--- src/sv/cesd_pkg.sv ---
// ----------------------------------------------------------------------------
// cesd_pkg
// Shared types and character codes of the escape sequence decoder.
// ----------------------------------------------------------------------------
package cesd_pkg;

    // character codes
    localparam logic [7:0] CH_BEL    = 8'h07;
    localparam logic [7:0] CH_BS     = 8'h08;
    localparam logic [7:0] CH_TAB    = 8'h09;
    localparam logic [7:0] CH_LF     = 8'h0A;
    localparam logic [7:0] CH_VT     = 8'h0B;
    localparam logic [7:0] CH_FF     = 8'h0C;
    localparam logic [7:0] CH_CR     = 8'h0D;
    localparam logic [7:0] CH_SQUOTE = 8'h27;
    localparam logic [7:0] CH_QMARK  = 8'h3F;
    localparam logic [7:0] CH_X      = 8'h78;
    localparam logic [7:0] BACKSLASH = 8'h5C;
    localparam logic [7:0] LET_A     = 8'h61;
    localparam logic [7:0] LET_B     = 8'h62;
    localparam logic [7:0] LET_F     = 8'h66;
    localparam logic [7:0] LET_N     = 8'h6E;
    localparam logic [7:0] LET_R     = 8'h72;
    localparam logic [7:0] LET_T     = 8'h74;
    localparam logic [7:0] LET_V     = 8'h76;

    // default depth of the queue between front and back
    localparam int QUEUE_DEPTH_DEF = 4;

    // decoded results of one input byte: one or two words
    typedef struct packed {
        logic       two;
        logic [7:0] first;
        logic [7:0] second;
    } cesd_entry_t;

    // write request from front to queue
    typedef struct packed {
        logic        valid;
        cesd_entry_t entry;
    } cesd_qwr_t;

    // queue status
    typedef struct packed {
        logic full;
        logic empty;
    } cesd_qstat_t;

endpackage

--- src/sv/cesd_front.sv ---
// ----------------------------------------------------------------------------
// cesd_front
// Accepts raw bytes, tracks escape and number state, and classifies each byte
// into zero, one or two decoded words that are written to the queue.
// ----------------------------------------------------------------------------
module cesd_front
    import cesd_pkg::*;
(
    input  logic        clk,
    input  logic        rst_n,
    input  logic        push,
    input  logic [7:0]  in_byte,
    input  cesd_qstat_t q_stat,
    output cesd_qwr_t   q_wr
);

    logic       esc_reg;
    logic       esc_next;
    logic [1:0] oct_left_reg;
    logic [1:0] oct_left_next;
    logic [1:0] hex_left_reg;
    logic [1:0] hex_left_next;
    logic [7:0] acc_reg;
    logic [7:0] acc_next;

    logic       accept;
    logic       oct_dig;
    logic       hex_dig;
    logic [3:0] hex_val;
    logic [7:0] cand_a;
    logic [7:0] cand_b;
    logic       a_en;
    logic       b_en;
    logic       a_ok;
    logic       b_ok;

    assign accept = push && !q_stat.full;

    // digit classification
    always_comb
    begin
        oct_dig = in_byte inside {[8'h30:8'h37]};
        hex_dig = (in_byte inside {[8'h30:8'h39]}) || (in_byte inside {[8'h61:8'h66]})
                  || (in_byte inside {[8'h41:8'h46]});
        if (in_byte inside {[8'h30:8'h39]})
        begin
            hex_val = in_byte[3:0];
        end
        else
        begin
            hex_val = in_byte[3:0] + 4'd9;
        end
    end

    // decode of one byte against the current state
    always_comb
    begin
        esc_next      = esc_reg;
        oct_left_next = oct_left_reg;
        hex_left_next = hex_left_reg;
        acc_next      = acc_reg;
        cand_a        = acc_reg;
        cand_b        = in_byte;
        a_en          = 1'b0;
        b_en          = 1'b0;
        if (oct_left_reg != 2'd0)
        begin
            oct_left_next = oct_left_reg - 2'd1;
            if (!oct_dig)
            begin
                oct_left_next = 2'd0;
                a_en          = 1'b1;
                if (in_byte == BACKSLASH)
                begin
                    esc_next = 1'b1;
                end
                else
                begin
                    b_en = 1'b1;
                end
            end
            else
            begin
                acc_next = {acc_reg[4:0], in_byte[2:0]};
                cand_a   = acc_next;
                a_en     = (oct_left_reg == 2'd1);
            end
        end
        else if (hex_left_reg != 2'd0)
        begin
            hex_left_next = hex_left_reg - 2'd1;
            if (!hex_dig)
            begin
                hex_left_next = 2'd0;
                a_en          = 1'b1;
                if (in_byte == BACKSLASH)
                begin
                    esc_next = 1'b1;
                end
                else
                begin
                    b_en = 1'b1;
                end
            end
            else
            begin
                acc_next = {acc_reg[3:0], hex_val};
                cand_a   = acc_next;
                a_en     = (hex_left_reg == 2'd1);
            end
        end
        else if (esc_reg)
        begin
            esc_next = 1'b0;
            a_en     = 1'b1;
            case (in_byte)
                LET_A:     cand_a = CH_BEL;
                LET_B:     cand_a = CH_BS;
                LET_F:     cand_a = CH_FF;
                LET_N:     cand_a = CH_LF;
                LET_R:     cand_a = CH_CR;
                LET_T:     cand_a = CH_TAB;
                LET_V:     cand_a = CH_VT;
                CH_SQUOTE: cand_a = CH_SQUOTE;
                BACKSLASH: cand_a = BACKSLASH;
                CH_QMARK:  cand_a = CH_QMARK;
                CH_LF,
                CH_CR:     a_en = 1'b0;
                CH_X:
                begin
                    a_en          = 1'b0;
                    hex_left_next = 2'd2;
                    acc_next      = 8'd0;
                end
                default:
                begin
                    if (oct_dig)
                    begin
                        a_en          = 1'b0;
                        oct_left_next = 2'd2;
                        acc_next      = {5'd0, in_byte[2:0]};
                    end
                    else
                    begin
                        cand_a = in_byte;
                    end
                end
            endcase
        end
        else
        begin
            cand_a = in_byte;
            if (in_byte == BACKSLASH)
            begin
                esc_next = 1'b1;
            end
            else
            begin
                a_en = 1'b1;
            end
        end
    end

    // zero bytes are dropped
    assign a_ok = a_en && (cand_a != 8'd0);
    assign b_ok = b_en && (cand_b != 8'd0);

    // queue write
    always_comb
    begin
        q_wr.valid        = accept && (a_ok || b_ok);
        q_wr.entry.two    = a_ok && b_ok;
        q_wr.entry.first  = a_ok ? cand_a : cand_b;
        q_wr.entry.second = cand_b;
    end

    // decoder state
    always_ff @(posedge clk or negedge rst_n)
    begin
        if (!rst_n)
        begin
            esc_reg      <= 1'b0;
            oct_left_reg <= 2'd0;
            hex_left_reg <= 2'd0;
            acc_reg      <= 8'd0;
        end
        else if (accept)
        begin
            esc_reg      <= esc_next;
            oct_left_reg <= oct_left_next;
            hex_left_reg <= hex_left_next;
            acc_reg      <= acc_next;
        end
    end

    // only one kind of number is ever in progress
    assert property (@(posedge clk) disable iff (!rst_n)
        !((oct_left_reg != 2'd0) && (hex_left_reg != 2'd0)))
        else $error("octal and hex digits pending together");

endmodule

--- src/sv/cesd_queue.sv ---
// ----------------------------------------------------------------------------
// cesd_queue
// Short queue of decoded entries between front and back.
// ----------------------------------------------------------------------------
module cesd_queue
    import cesd_pkg::*;
#(
    parameter int QUEUE_DEPTH = QUEUE_DEPTH_DEF
)
(
    input  logic        clk,
    input  logic        rst_n,
    input  cesd_qwr_t   q_wr,
    input  logic        q_rd,
    output cesd_entry_t q_head,
    output cesd_qstat_t q_stat
);

    localparam int PTR_W = (QUEUE_DEPTH > 1) ? $clog2(QUEUE_DEPTH) : 1;
    localparam int CNT_W = $clog2(QUEUE_DEPTH + 1);

    cesd_entry_t            mem [QUEUE_DEPTH];
    logic [PTR_W-1:0]       wr_ptr_reg;
    logic [PTR_W-1:0]       wr_ptr_next;
    logic [PTR_W-1:0]       rd_ptr_reg;
    logic [PTR_W-1:0]       rd_ptr_next;
    logic [CNT_W-1:0]       count_reg;
    logic [CNT_W-1:0]       count_next;
    logic                   do_wr;
    logic                   do_rd;

    assign q_stat.full  = (count_reg == CNT_W'(QUEUE_DEPTH));
    assign q_stat.empty = (count_reg == '0);
    assign q_head       = mem[rd_ptr_reg];

    assign do_wr = q_wr.valid && !q_stat.full;
    assign do_rd = q_rd && !q_stat.empty;

    // pointer and count update
    always_comb
    begin
        wr_ptr_next = wr_ptr_reg;
        rd_ptr_next = rd_ptr_reg;
        count_next  = count_reg;
        if (do_wr)
        begin
            wr_ptr_next = (wr_ptr_reg == PTR_W'(QUEUE_DEPTH - 1)) ? '0 : wr_ptr_reg + 1'b1;
        end
        if (do_rd)
        begin
            rd_ptr_next = (rd_ptr_reg == PTR_W'(QUEUE_DEPTH - 1)) ? '0 : rd_ptr_reg + 1'b1;
        end
        if (do_wr && !do_rd)
        begin
            count_next = count_reg + 1'b1;
        end
        else if (do_rd && !do_wr)
        begin
            count_next = count_reg - 1'b1;
        end
    end

    always_ff @(posedge clk or negedge rst_n)
    begin
        if (!rst_n)
        begin
            wr_ptr_reg <= '0;
            rd_ptr_reg <= '0;
            count_reg  <= '0;
        end
        else
        begin
            wr_ptr_reg <= wr_ptr_next;
            rd_ptr_reg <= rd_ptr_next;
            count_reg  <= count_next;
        end
    end

    // entry storage
    always_ff @(posedge clk)
    begin
        if (do_wr)
        begin
            mem[wr_ptr_reg] <= q_wr.entry;
        end
    end

    assert property (@(posedge clk) disable iff (!rst_n)
        count_reg <= CNT_W'(QUEUE_DEPTH))
        else $error("queue count beyond depth");

    assert property (@(posedge clk) disable iff (!rst_n)
        q_wr.valid |-> !q_stat.full)
        else $error("entry written into full queue");

endmodule

--- src/sv/cesd_back.sv ---
// ----------------------------------------------------------------------------
// cesd_back
// Takes entries from the queue and delivers their words one per cycle
// via an output register while pop is high, last on each entry's final word.
// ----------------------------------------------------------------------------
module cesd_back
    import cesd_pkg::*;
(
    input  logic        clk,
    input  logic        rst_n,
    input  cesd_entry_t q_head,
    input  cesd_qstat_t q_stat,
    output logic        q_rd,
    input  logic        pop,
    output logic        empty,
    output logic [7:0]  out_byte,
    output logic        last
);

    logic       out_valid_reg;
    logic       out_valid_next;
    logic [7:0] out_byte_reg;
    logic [7:0] out_byte_next;
    logic       last_reg;
    logic       last_next;
    logic       sec_valid_reg;
    logic       sec_valid_next;
    logic [7:0] sec_byte_reg;
    logic [7:0] sec_byte_next;
    logic       out_free;

    assign out_free = !out_valid_reg || pop;
    assign q_rd     = out_free && !sec_valid_reg && !q_stat.empty;

    // output register load: held second word first, then next entry
    always_comb
    begin
        out_valid_next = out_valid_reg;
        out_byte_next  = out_byte_reg;
        last_next      = last_reg;
        sec_valid_next = sec_valid_reg;
        sec_byte_next  = sec_byte_reg;
        if (out_free)
        begin
            if (sec_valid_reg)
            begin
                out_valid_next = 1'b1;
                out_byte_next  = sec_byte_reg;
                last_next      = 1'b1;
                sec_valid_next = 1'b0;
            end
            else if (!q_stat.empty)
            begin
                out_valid_next = 1'b1;
                out_byte_next  = q_head.first;
                last_next      = !q_head.two;
                sec_valid_next = q_head.two;
                sec_byte_next  = q_head.second;
            end
            else
            begin
                out_valid_next = 1'b0;
            end
        end
    end

    always_ff @(posedge clk or negedge rst_n)
    begin
        if (!rst_n)
        begin
            out_valid_reg <= 1'b0;
            sec_valid_reg <= 1'b0;
        end
        else
        begin
            out_valid_reg <= out_valid_next;
            sec_valid_reg <= sec_valid_next;
        end
    end

    // word payload
    always_ff @(posedge clk)
    begin
        out_byte_reg <= out_byte_next;
        last_reg     <= last_next;
        sec_byte_reg <= sec_byte_next;
    end

    assign empty    = !out_valid_reg;
    assign out_byte = out_byte_reg;
    assign last     = last_reg;

    assert property (@(posedge clk) disable iff (!rst_n)
        sec_valid_reg |-> (out_valid_reg && !last_reg))
        else $error("second word held without its first word on output");

    assert property (@(posedge clk) disable iff (!rst_n)
        out_valid_reg |-> (out_byte_reg != 8'd0))
        else $error("zero word on output");

endmodule

--- src/sv/c_escape_sequence_decoder_unit.sv ---
// ----------------------------------------------------------------------------
// c_escape_sequence_decoder_unit
// Decoder of C-style backslash escapes on a byte stream.
// ----------------------------------------------------------------------------
// Input channel: in_byte is taken at a rising edge with push high and full
// low. Result channel: while empty is low, out_byte and last show the oldest
// waiting word; it is taken at a rising edge with pop high and empty low.
// Each input byte yields zero, one or two words; last marks the final word
// of one input byte. Zero bytes are never delivered.
// A byte is decoded into a queue entry whose words then pass into the
// output register. Input: one byte per cycle while full is low. Output:
// one word per cycle while pop is high, two-word bytes in order. The front
// decoder and the output stage are parted by a queue of QUEUE_DEPTH entries,
// and full rises only when that queue is full.
// Reset clears the escape and number state, empties the queue and the output
// register. A stalled receiver holds the current word; input goes on being
// taken until the queue fills. Digits pending at the end of a stream stay
// pending until a later byte ends the number.
// ----------------------------------------------------------------------------
module c_escape_sequence_decoder_unit
    import cesd_pkg::*;
#(
    parameter int QUEUE_DEPTH = QUEUE_DEPTH_DEF
)
(
    input  logic       clk,
    input  logic       rst_n,
    input  logic       push,
    output logic       full,
    input  logic [7:0] in_byte,
    input  logic       pop,
    output logic       empty,
    output logic [7:0] out_byte,
    output logic       last
);

    cesd_qwr_t   q_wr;
    cesd_qstat_t q_stat;
    cesd_entry_t q_head;
    logic        q_rd;

    assign full = q_stat.full;

    // decode front
    cesd_front u_front (
        .clk     (clk),
        .rst_n   (rst_n),
        .push    (push),
        .in_byte (in_byte),
        .q_stat  (q_stat),
        .q_wr    (q_wr)
    );

    // entry queue
    cesd_queue #(
        .QUEUE_DEPTH (QUEUE_DEPTH)
    ) u_queue (
        .clk    (clk),
        .rst_n  (rst_n),
        .q_wr   (q_wr),
        .q_rd   (q_rd),
        .q_head (q_head),
        .q_stat (q_stat)
    );

    // word delivery back
    cesd_back u_back (
        .clk      (clk),
        .rst_n    (rst_n),
        .q_head   (q_head),
        .q_stat   (q_stat),
        .q_rd     (q_rd),
        .pop      (pop),
        .empty    (empty),
        .out_byte (out_byte),
        .last     (last)
    );

endmodule
--- config.mk ---
export PLATFORM = sky130hd
export DESIGN_NAME = c_escape_sequence_decoder_unit
export DESIGN_NICKNAME = d
export VERILOG_FILES = /design/src/sv/cesd_pkg.sv /design/src/sv/cesd_front.sv /design/src/sv/cesd_queue.sv /design/src/sv/cesd_back.sv /design/src/sv/c_escape_sequence_decoder_unit.sv
export SDC_FILE = /design/constraint.sdc
export NUM_CORES = 1
export LEC_CHECK = 0
export BUFFER_PORTS_ARGS = -buffer_cell sky130_fd_sc_hd__buf_2
export CELL_PAD_IN_SITES_DETAIL_PLACEMENT = 1
export CELL_PAD_IN_SITES_GLOBAL_PLACEMENT = 2
export CORE_MARGIN = 2
export CORE_UTILIZATION = 47
export CTS_CLUSTER_DIAMETER = 40
export DETAILED_ROUTE_END_ITERATION = 12
export PLACE_DENSITY = 0.93
export SETUP_SLACK_MARGIN = 0.02
export SYNTH_ARGS = -nofsm -noshare
export SYNTH_HDL_FRONTEND = slang
export SYNTH_SLANG_ARGS = --single-unit
--- constraint.sdc ---
create_clock -name clk -period 6.4 [get_ports clk]
set_input_delay 0.64 -clock clk [delete_from_list [all_inputs] [get_ports clk]]
set_output_delay 0.64 -clock clk [all_outputs]
set_load 0.02 [all_outputs]
=== Word level (Yosys, flattened, before mapping) ===
Memories as Yosys holds them, arrays and structs flattened.
Index checks and enable logic that the tools add are counted.

* Bits in registers: 39
* RAM bits: 68
* Input bits: 12
* Output and inout bits: 11
* Logic and storage cells: 158
* Memories: 1

* $add $sub $neg: 7
* Magnitude comparators: 7
* Eq/ne operators: 24
* Mux-type cells: 56
* Bitwise gates (word level): 3
* Reduce and logical (&&, ||, !) cells: 48

{| class="wikitable"
|+ Memories
! memory !! words !! bits a word !! rd ports !! clocked after memory_dff !! write ports !! RTL line !! RTL
|-
| u_queue.mem || 4 || 17 || 1 || 0 || 1 || cesd_queue.sv:22 || <nowiki>cesd_entry_t mem [QUEUE_DEPTH];</nowiki>
|}

{| class="wikitable"
|+ Operators by type and width
! operator !! count
|-
| $mux W8 || 13
|-
| $pmux W8 S11 || 1
|-
| $eq A8 B7 Y1 const B || 9
|-
| $mux W1 || 25
|-
| $mux W2 || 12
|-
| $eq A8 B4 Y1 const B || 2
|-
| $eq A8 B6 Y1 const B || 2
|-
| $ge A8 B7 Y1 const B || 2
|-
| $le A8 B6 Y1 const B || 2
|-
| $le A8 B7 Y1 const B || 2
|-
| $pmux W8 S2 || 1
|-
| $reduce_bool A8 Y1 || 2
|-
| $logic_and A1 B1 Y1 || 15
|-
| $reduce_bool A2 Y1 || 7
|-
| $reduce_or A13 Y1 || 1
|-
| $reduce_or A12 Y1 || 1
|-
| $reduce_or A10 Y1 || 1
|-
| $ge A8 B6 Y1 const B || 1
|-
| $reduce_and A4 Y1 || 2
|-
| $logic_not A1 Y1 || 7
|-
| $mux W3 || 2
|-
| $reduce_and A3 Y1 || 2
|-
| $reduce_and A5 Y1 || 1
|-
| $add A2 B1 Y2 const B || 2
|-
| other kinds (20) || 30
|}

=== Longest topological paths before layout ===
* Depth in word-level cells: 16
* Mapped depth: 19
* Gate-level depth less buffers: 16

=== Modules after synthesis ===
Synthesis repeated with hierarchy kept, for this count alone.

* Cell total of the unflattened synthesis: 454
* Area, all modules: 5,813.1 um2

{| class="wikitable"
|+ Modules (own cells, without submodules)
! module !! times used !! cells each !! area each (um2) !! sequential area each (um2)
|-
| cesd_queue || 1 || 126 || 2,900.3 || 2,217.1
|-
| cesd_front || 1 || 288 || 2,183.3 || 325.3
|-
| cesd_back || 1 || 40 || 729.4 || 560.5
|}

=== Worst setup path before layout ===
No wires, ideal clock.

* Kind: input to register
* Start point: input port in_byte[0]
* End point: register u_queue.count_reg[1]
* Library setup time: 0.125 ns
* Data arrival time: 4.253 ns
* Setup slack: 2.022 ns
* Stages: 17
* Path buffers: 3
* Cell sequence: clkbuf_1 -> inv_1 -> ha_1 -> buf_2 -> mux2_4 -> and4_1 -> buf_2 -> o311ai_1 -> o211ai_1 -> a311oi_1 -> nand3_2 -> o41ai_4 -> a21oi_2 -> ha_1 -> inv_1 -> fa_1 -> mux2_2

{| class="wikitable"
|+ RTL lines
! item !! RTL line !! RTL
|-
| from (decl) || c_escape_sequence_decoder_unit.sv:30 || <nowiki>input logic [7:0] in_byte,</nowiki>
|-
| $ge A8 B6 Y1 (tied with other cells) || cesd_front.sv:42, cesd_front.sv:43, cesd_front.sv:45 ||
|-
| $logic_and A1 B1 Y1 (on tied branches) || cesd_front.sv:42, cesd_front.sv:43, cesd_front.sv:45 ||
|-
| $mux W8 or $logic_or A1 B1 Y1 (tied branches) || cesd_front.sv:137, cesd_front.sv:43 ||
|-
| $pmux W8 S11 or $logic_or A1 B1 Y1 (tied branches) || cesd_front.sv:116, cesd_front.sv:44 ||
|-
| $mux W8 (on tied branches) || cesd_front.sv:112, cesd_front.sv:92 ||
|-
| $mux W8 || cesd_front.sv:89 || <nowiki>else if (hex_left_reg != 2'd0)</nowiki>
|-
| $mux W8 || cesd_front.sv:66 || <nowiki>if (oct_left_reg != 2'd0)</nowiki>
|-
| $reduce_bool A8 Y1 || cesd_front.sv:165 || <nowiki>assign a_ok = a_en && (cand_a != 8'd0);</nowiki>
|-
| $logic_and A1 B1 Y1 || cesd_front.sv:165 ||
|-
| $logic_or A1 B1 Y1 (*) || cesd_front.sv:171 || <nowiki>q_wr.valid = accept && (a_ok || b_ok);</nowiki>
|-
| $logic_and A1 B1 Y1 (*) || cesd_front.sv:171 ||
|-
| $logic_and A1 B1 Y1 (*) || cesd_queue.sv:36 || <nowiki>assign do_wr = q_wr.valid && !q_stat.full;</nowiki>
|-
| named net u_queue.do_wr || cesd_queue.sv:29 || <nowiki>logic do_wr;</nowiki>
|-
| $logic_and A1 B1 Y1 (*) || cesd_queue.sv:53 || <nowiki>if (do_wr && !do_rd)</nowiki>
|-
| $mux W3 (*) || cesd_queue.sv:53 ||
|-
| named net u_queue.count_next[1] || cesd_queue.sv:28 || <nowiki>logic [CNT_W-1:0] count_next;</nowiki>
|-
| to (signal assigned) || cesd_queue.sv:75 || <nowiki>count_reg <= count_next;</nowiki>
|-
| to (decl) || cesd_queue.sv:27 || <nowiki>logic [CNT_W-1:0] count_reg;</nowiki>
|}

The timed path passes the listed nets; every way through them passes the cells marked *.
A chain may end at the register's enable or synchronous reset.

=== Worst setup path in the final report ===
Same ends and word-level chain as after synthesis.

==> summary.md <==
| Metric | Value |
|---|---|
| Tmin final | 4.95 ns |
| Number of placed I/O pins | 23 |
| Initial DRC count | 410 |
| Worst setup SP type | input port |
| Post-Synth XOR/XNOR Area | 0.893% |
| Rows | 40 |
| H-tree depth | 3 |
| Area delta synth->final | 7.59% |
| TritonCTS clock tree | yes |
| Diodes inserted | 0 |
| Vias in the first global route | 4267 |
| Synth async-reset ratio | 20.6% |
| Worst-Skew Late Latency | 0.35 ns |
| CP Data Required Time | 6.64 ns |
| Largest family of logic cells by synthesized area | compound AO/OA/AOI/OAI gates |
| Post-synthesis sequential area ratio | 52.7% |
| Reg with most FFs | u_queue.mem |
| Largest register FFs | 68 |
| Post-CTS setup repair buffer count | 0 |
| Initial Util | 48.6% |
| Setup TNS | 0 ns |
| Pre-CTS setup slack | 1.14 ns |
| CP cell instances | buf_2 > inv_1 > ha_1 > and3_1 > a21o_1 > o211ai_1 > nor2b_1 > mux2i_1 > o221ai_1 > o41ai_4 > a21oi_2 > ha_1 > inv_1 > fa_1 > mux2_2 |
| Post-synthesis compound-gate area fraction | 15.8% |
| Final setup margin | 1.45 ns |
| DRT Pass-1 Iters | 5 |
| CTS buffer count | 9 |
| Post-synthesis simple-gate area fraction | 12.5% |
| Mux cell area share after synthesis | 10.4% |
| Peak VDD IR | 0.000151 V |
| Final Hold Fails | 0 |
| Max transition margin | 27.7% |
| Synth unique cells | 81 |
| Post-Syn Instances | 476 |
| Leakage power | 2.27 nW |
| Antenna violations before repair | 0 |
| Post-synth EDFFs | 85 |
| TritonCTS Sinks | 107 |
| Syn_nets | 504 |
| Clock Pin Slew Worst Setup and Hold Paths | 0.07 ns |
| Die width | 116 µm |
| Die footprint | 13400 µm² |
| Core area | 12100 µm² |
| Critical Path Max Stage Delay | 0.72 ns |
| Placed Area | 6060 µm² |
| Port-buffer cells | 22 |
| Predominant post-synthesis flop cell | edfxtp_1 |
| Fill cell total of the finished layout | 1258 |
| Post-synthesis adder-cell area fraction | 3.53% |
| Crit Path Max Fanout | 16 |
| First-pass GRT wire length | 23700 µm |
| Via/cell ratio | 6.31 |
| Pwr dens | 457 nW/µm² |
| Total number of vias | 4112 |
| Final setup violation count | 0 |
| Synth Register Bits | 107 |
| Max cap viols | 0 |
| Global route total overflow | 0 |
| Layout cells sized above 1 | 18.2% |
| Hold Crit Class | in -> async |
| Crit path arrival time | 5.19 ns |
| Synthesized area | 5890 µm² |
| Mean Syn Cell Area | 12.4 µm² |
| Worst-Margin Slew | 1.08 ns |
| NumNets Final | 507 |
| Critical path class | in -> reg |
| DR DRC count | 0 |
| Synth warnings | 0 |
| Final instance area | 6330 µm² |
| RSZ-0062 raised after global routing | false |
| Slowest stage cell, crit path | o41ai_4 |
| Status | completed |
| Final RePlAce weighted congestion | 0.914 |
| Clock Tree Root | clkbuf_16 |
| Fin crit share | 77.3% |
| Total Wirelength | 14700 µm |
| Wire per inst | 22.6 µm |
| Die Ht | 116 µm |
| Total global-route track usage | 23.5% |
| Final Max Tran Viols | 0 |
| Maximum clock rate | 202 MHz |
| Clock Tree Buf Depth | 2 |
| Post-CTS sizing | 0 |
| CP Capture Type | register |
| Pin count of the biggest net entering global routing | 34 |
| Worst clock skew | 0.00823 ns |
| Post-route ant nets | 0 |
| Hold_buf cts | 0 |
| Final HPWL DP | 10200 µm |
[power by group]
part | internal, mW | switching, mW
registers | 1.08 | 0.149
logic | 0.459 | 0.680
clock network | 0.267 | 0.254
total | 1.81 | 1.08
[worst paths after layout]
check	from	end	slack (ns)	depth (start not counted)
min in group clk	pop	u_back.out_valid_reg	0.48	2
max	in_byte[0]	u_queue.count_reg[1]	1.45	15
min reg2reg	u_front.oct_left_reg[0]	u_front.oct_left_reg[0]	0.53	1
max reg2reg	u_front.oct_left_reg[1]	u_queue.count_reg[2]	1.90	17
max in group asynchronous	rst_n	u_back.sec_valid_reg	5.76	1
min	rst_n	u_front.hex_left_reg[1]	0.27	1
[stage by stage]
step,hold WS [ns],cells,utilization [%],power [mW]
floorplan,0.344,476,-,2.03
global placement,0.486,636,50.0,2.31
detailed placement,0.513,636,50.0,2.38
CTS,0.279,652,52.3,2.90
global route,0.302,652,52.3,3.06
finish,0.267,652,52.3,2.89
[worst max-delay path, delay by kind of cell]
kind / cells / cell delay (ns)
compound gates: 5 / 1.71
fa+ha+maj: 3 / 0.98
buf+inv: 3 / 0.55
mux: 2 / 0.51
simple gates: 2 / 0.81
[layer usage]
metal | vias to the layer above | routed length [µm] | track usage (%)
met5 | - | 0 | 0
met4 | 0 | 468 | 10.9
met3 | 36 | 579 | 2.82
met2 | 129 | 7210 | 38.6
met1 | 2077 | 6450 | 31.4
li1 | 1870 | - | -
[cells by family after synthesis]
group / after synthesis
AND/OR/NAND/NOR: 137
buffers and inverters: 52
XOR/XNOR: 6
adder cells (fa/ha/maj): 16
multiplexers: 37
flip-flops: 107
AO/OA/AOI/OAI: 121
[placed cells by master, fill, tap and decap left out, types with 5 or more instances in the layout]
cell,netlist,layout
edfxtp_1,85,85
inv_1,18,18
o21ai_0,22,22
nor3_1,10,10
o211ai_1,9,9
nor2_1,33,33
nand4_1,5,5
dfrtp_1,22,22
nand2b_1,6,6
and2_1,7,7
mux4_2,17,17
mux2_2,13,13
a21oi_1,16,16
buf_2,11,22
nand3b_1,5,5
a22o_1,6,6
ha_1,15,15
nand3_1,13,13
o31ai_1,9,9
nand2_1,31,31
clkbuf_16,0,9
[Yosys cell counts, types with 4 or more instances]
library cell | instances | area share, %
xor2_1 | 4 | 0.60
clkbuf_1 | 15 | 0.96
nand4_1 | 5 | 0.53
o2111ai_1 | 4 | 0.60
ha_1 | 15 | 3.2
nand2_1 | 31 | 2.0
nand4b_1 | 4 | 0.60
nand3b_1 | 5 | 0.64
o211a_1 | 4 | 0.68
o211ai_1 | 9 | 1.1
and2_1 | 7 | 0.74
dfrtp_1 | 22 | 9.4
o21ai_0 | 22 | 1.9
o31ai_1 | 9 | 1.1
nor3_1 | 10 | 0.85
nor2_1 | 33 | 2.1
buf_6 | 4 | 0.77
a21oi_1 | 16 | 1.4
mux2i_1 | 4 | 0.68
nand2b_1 | 6 | 0.64
buf_2 | 11 | 0.94
a22o_1 | 6 | 0.89
mux2_2 | 13 | 2.5
nand3_1 | 13 | 1.1
edfxtp_1 | 85 | 43
inv_1 | 18 | 1.1
mux4_2 | 17 | 6.5
[final cells by class]
type,instances,area [µm²],area share [%]
clock buffer,9,225,3.56
clock inverter,7,50.0,0.790
inverter,19,71.3,1.13
multi-input combinational,317,2540,40.1
sequential,107,3100,49.0
tap,168,210,3.32
timing repair buffer,25,133,2.09
Power figures use the tool's default switching activity.
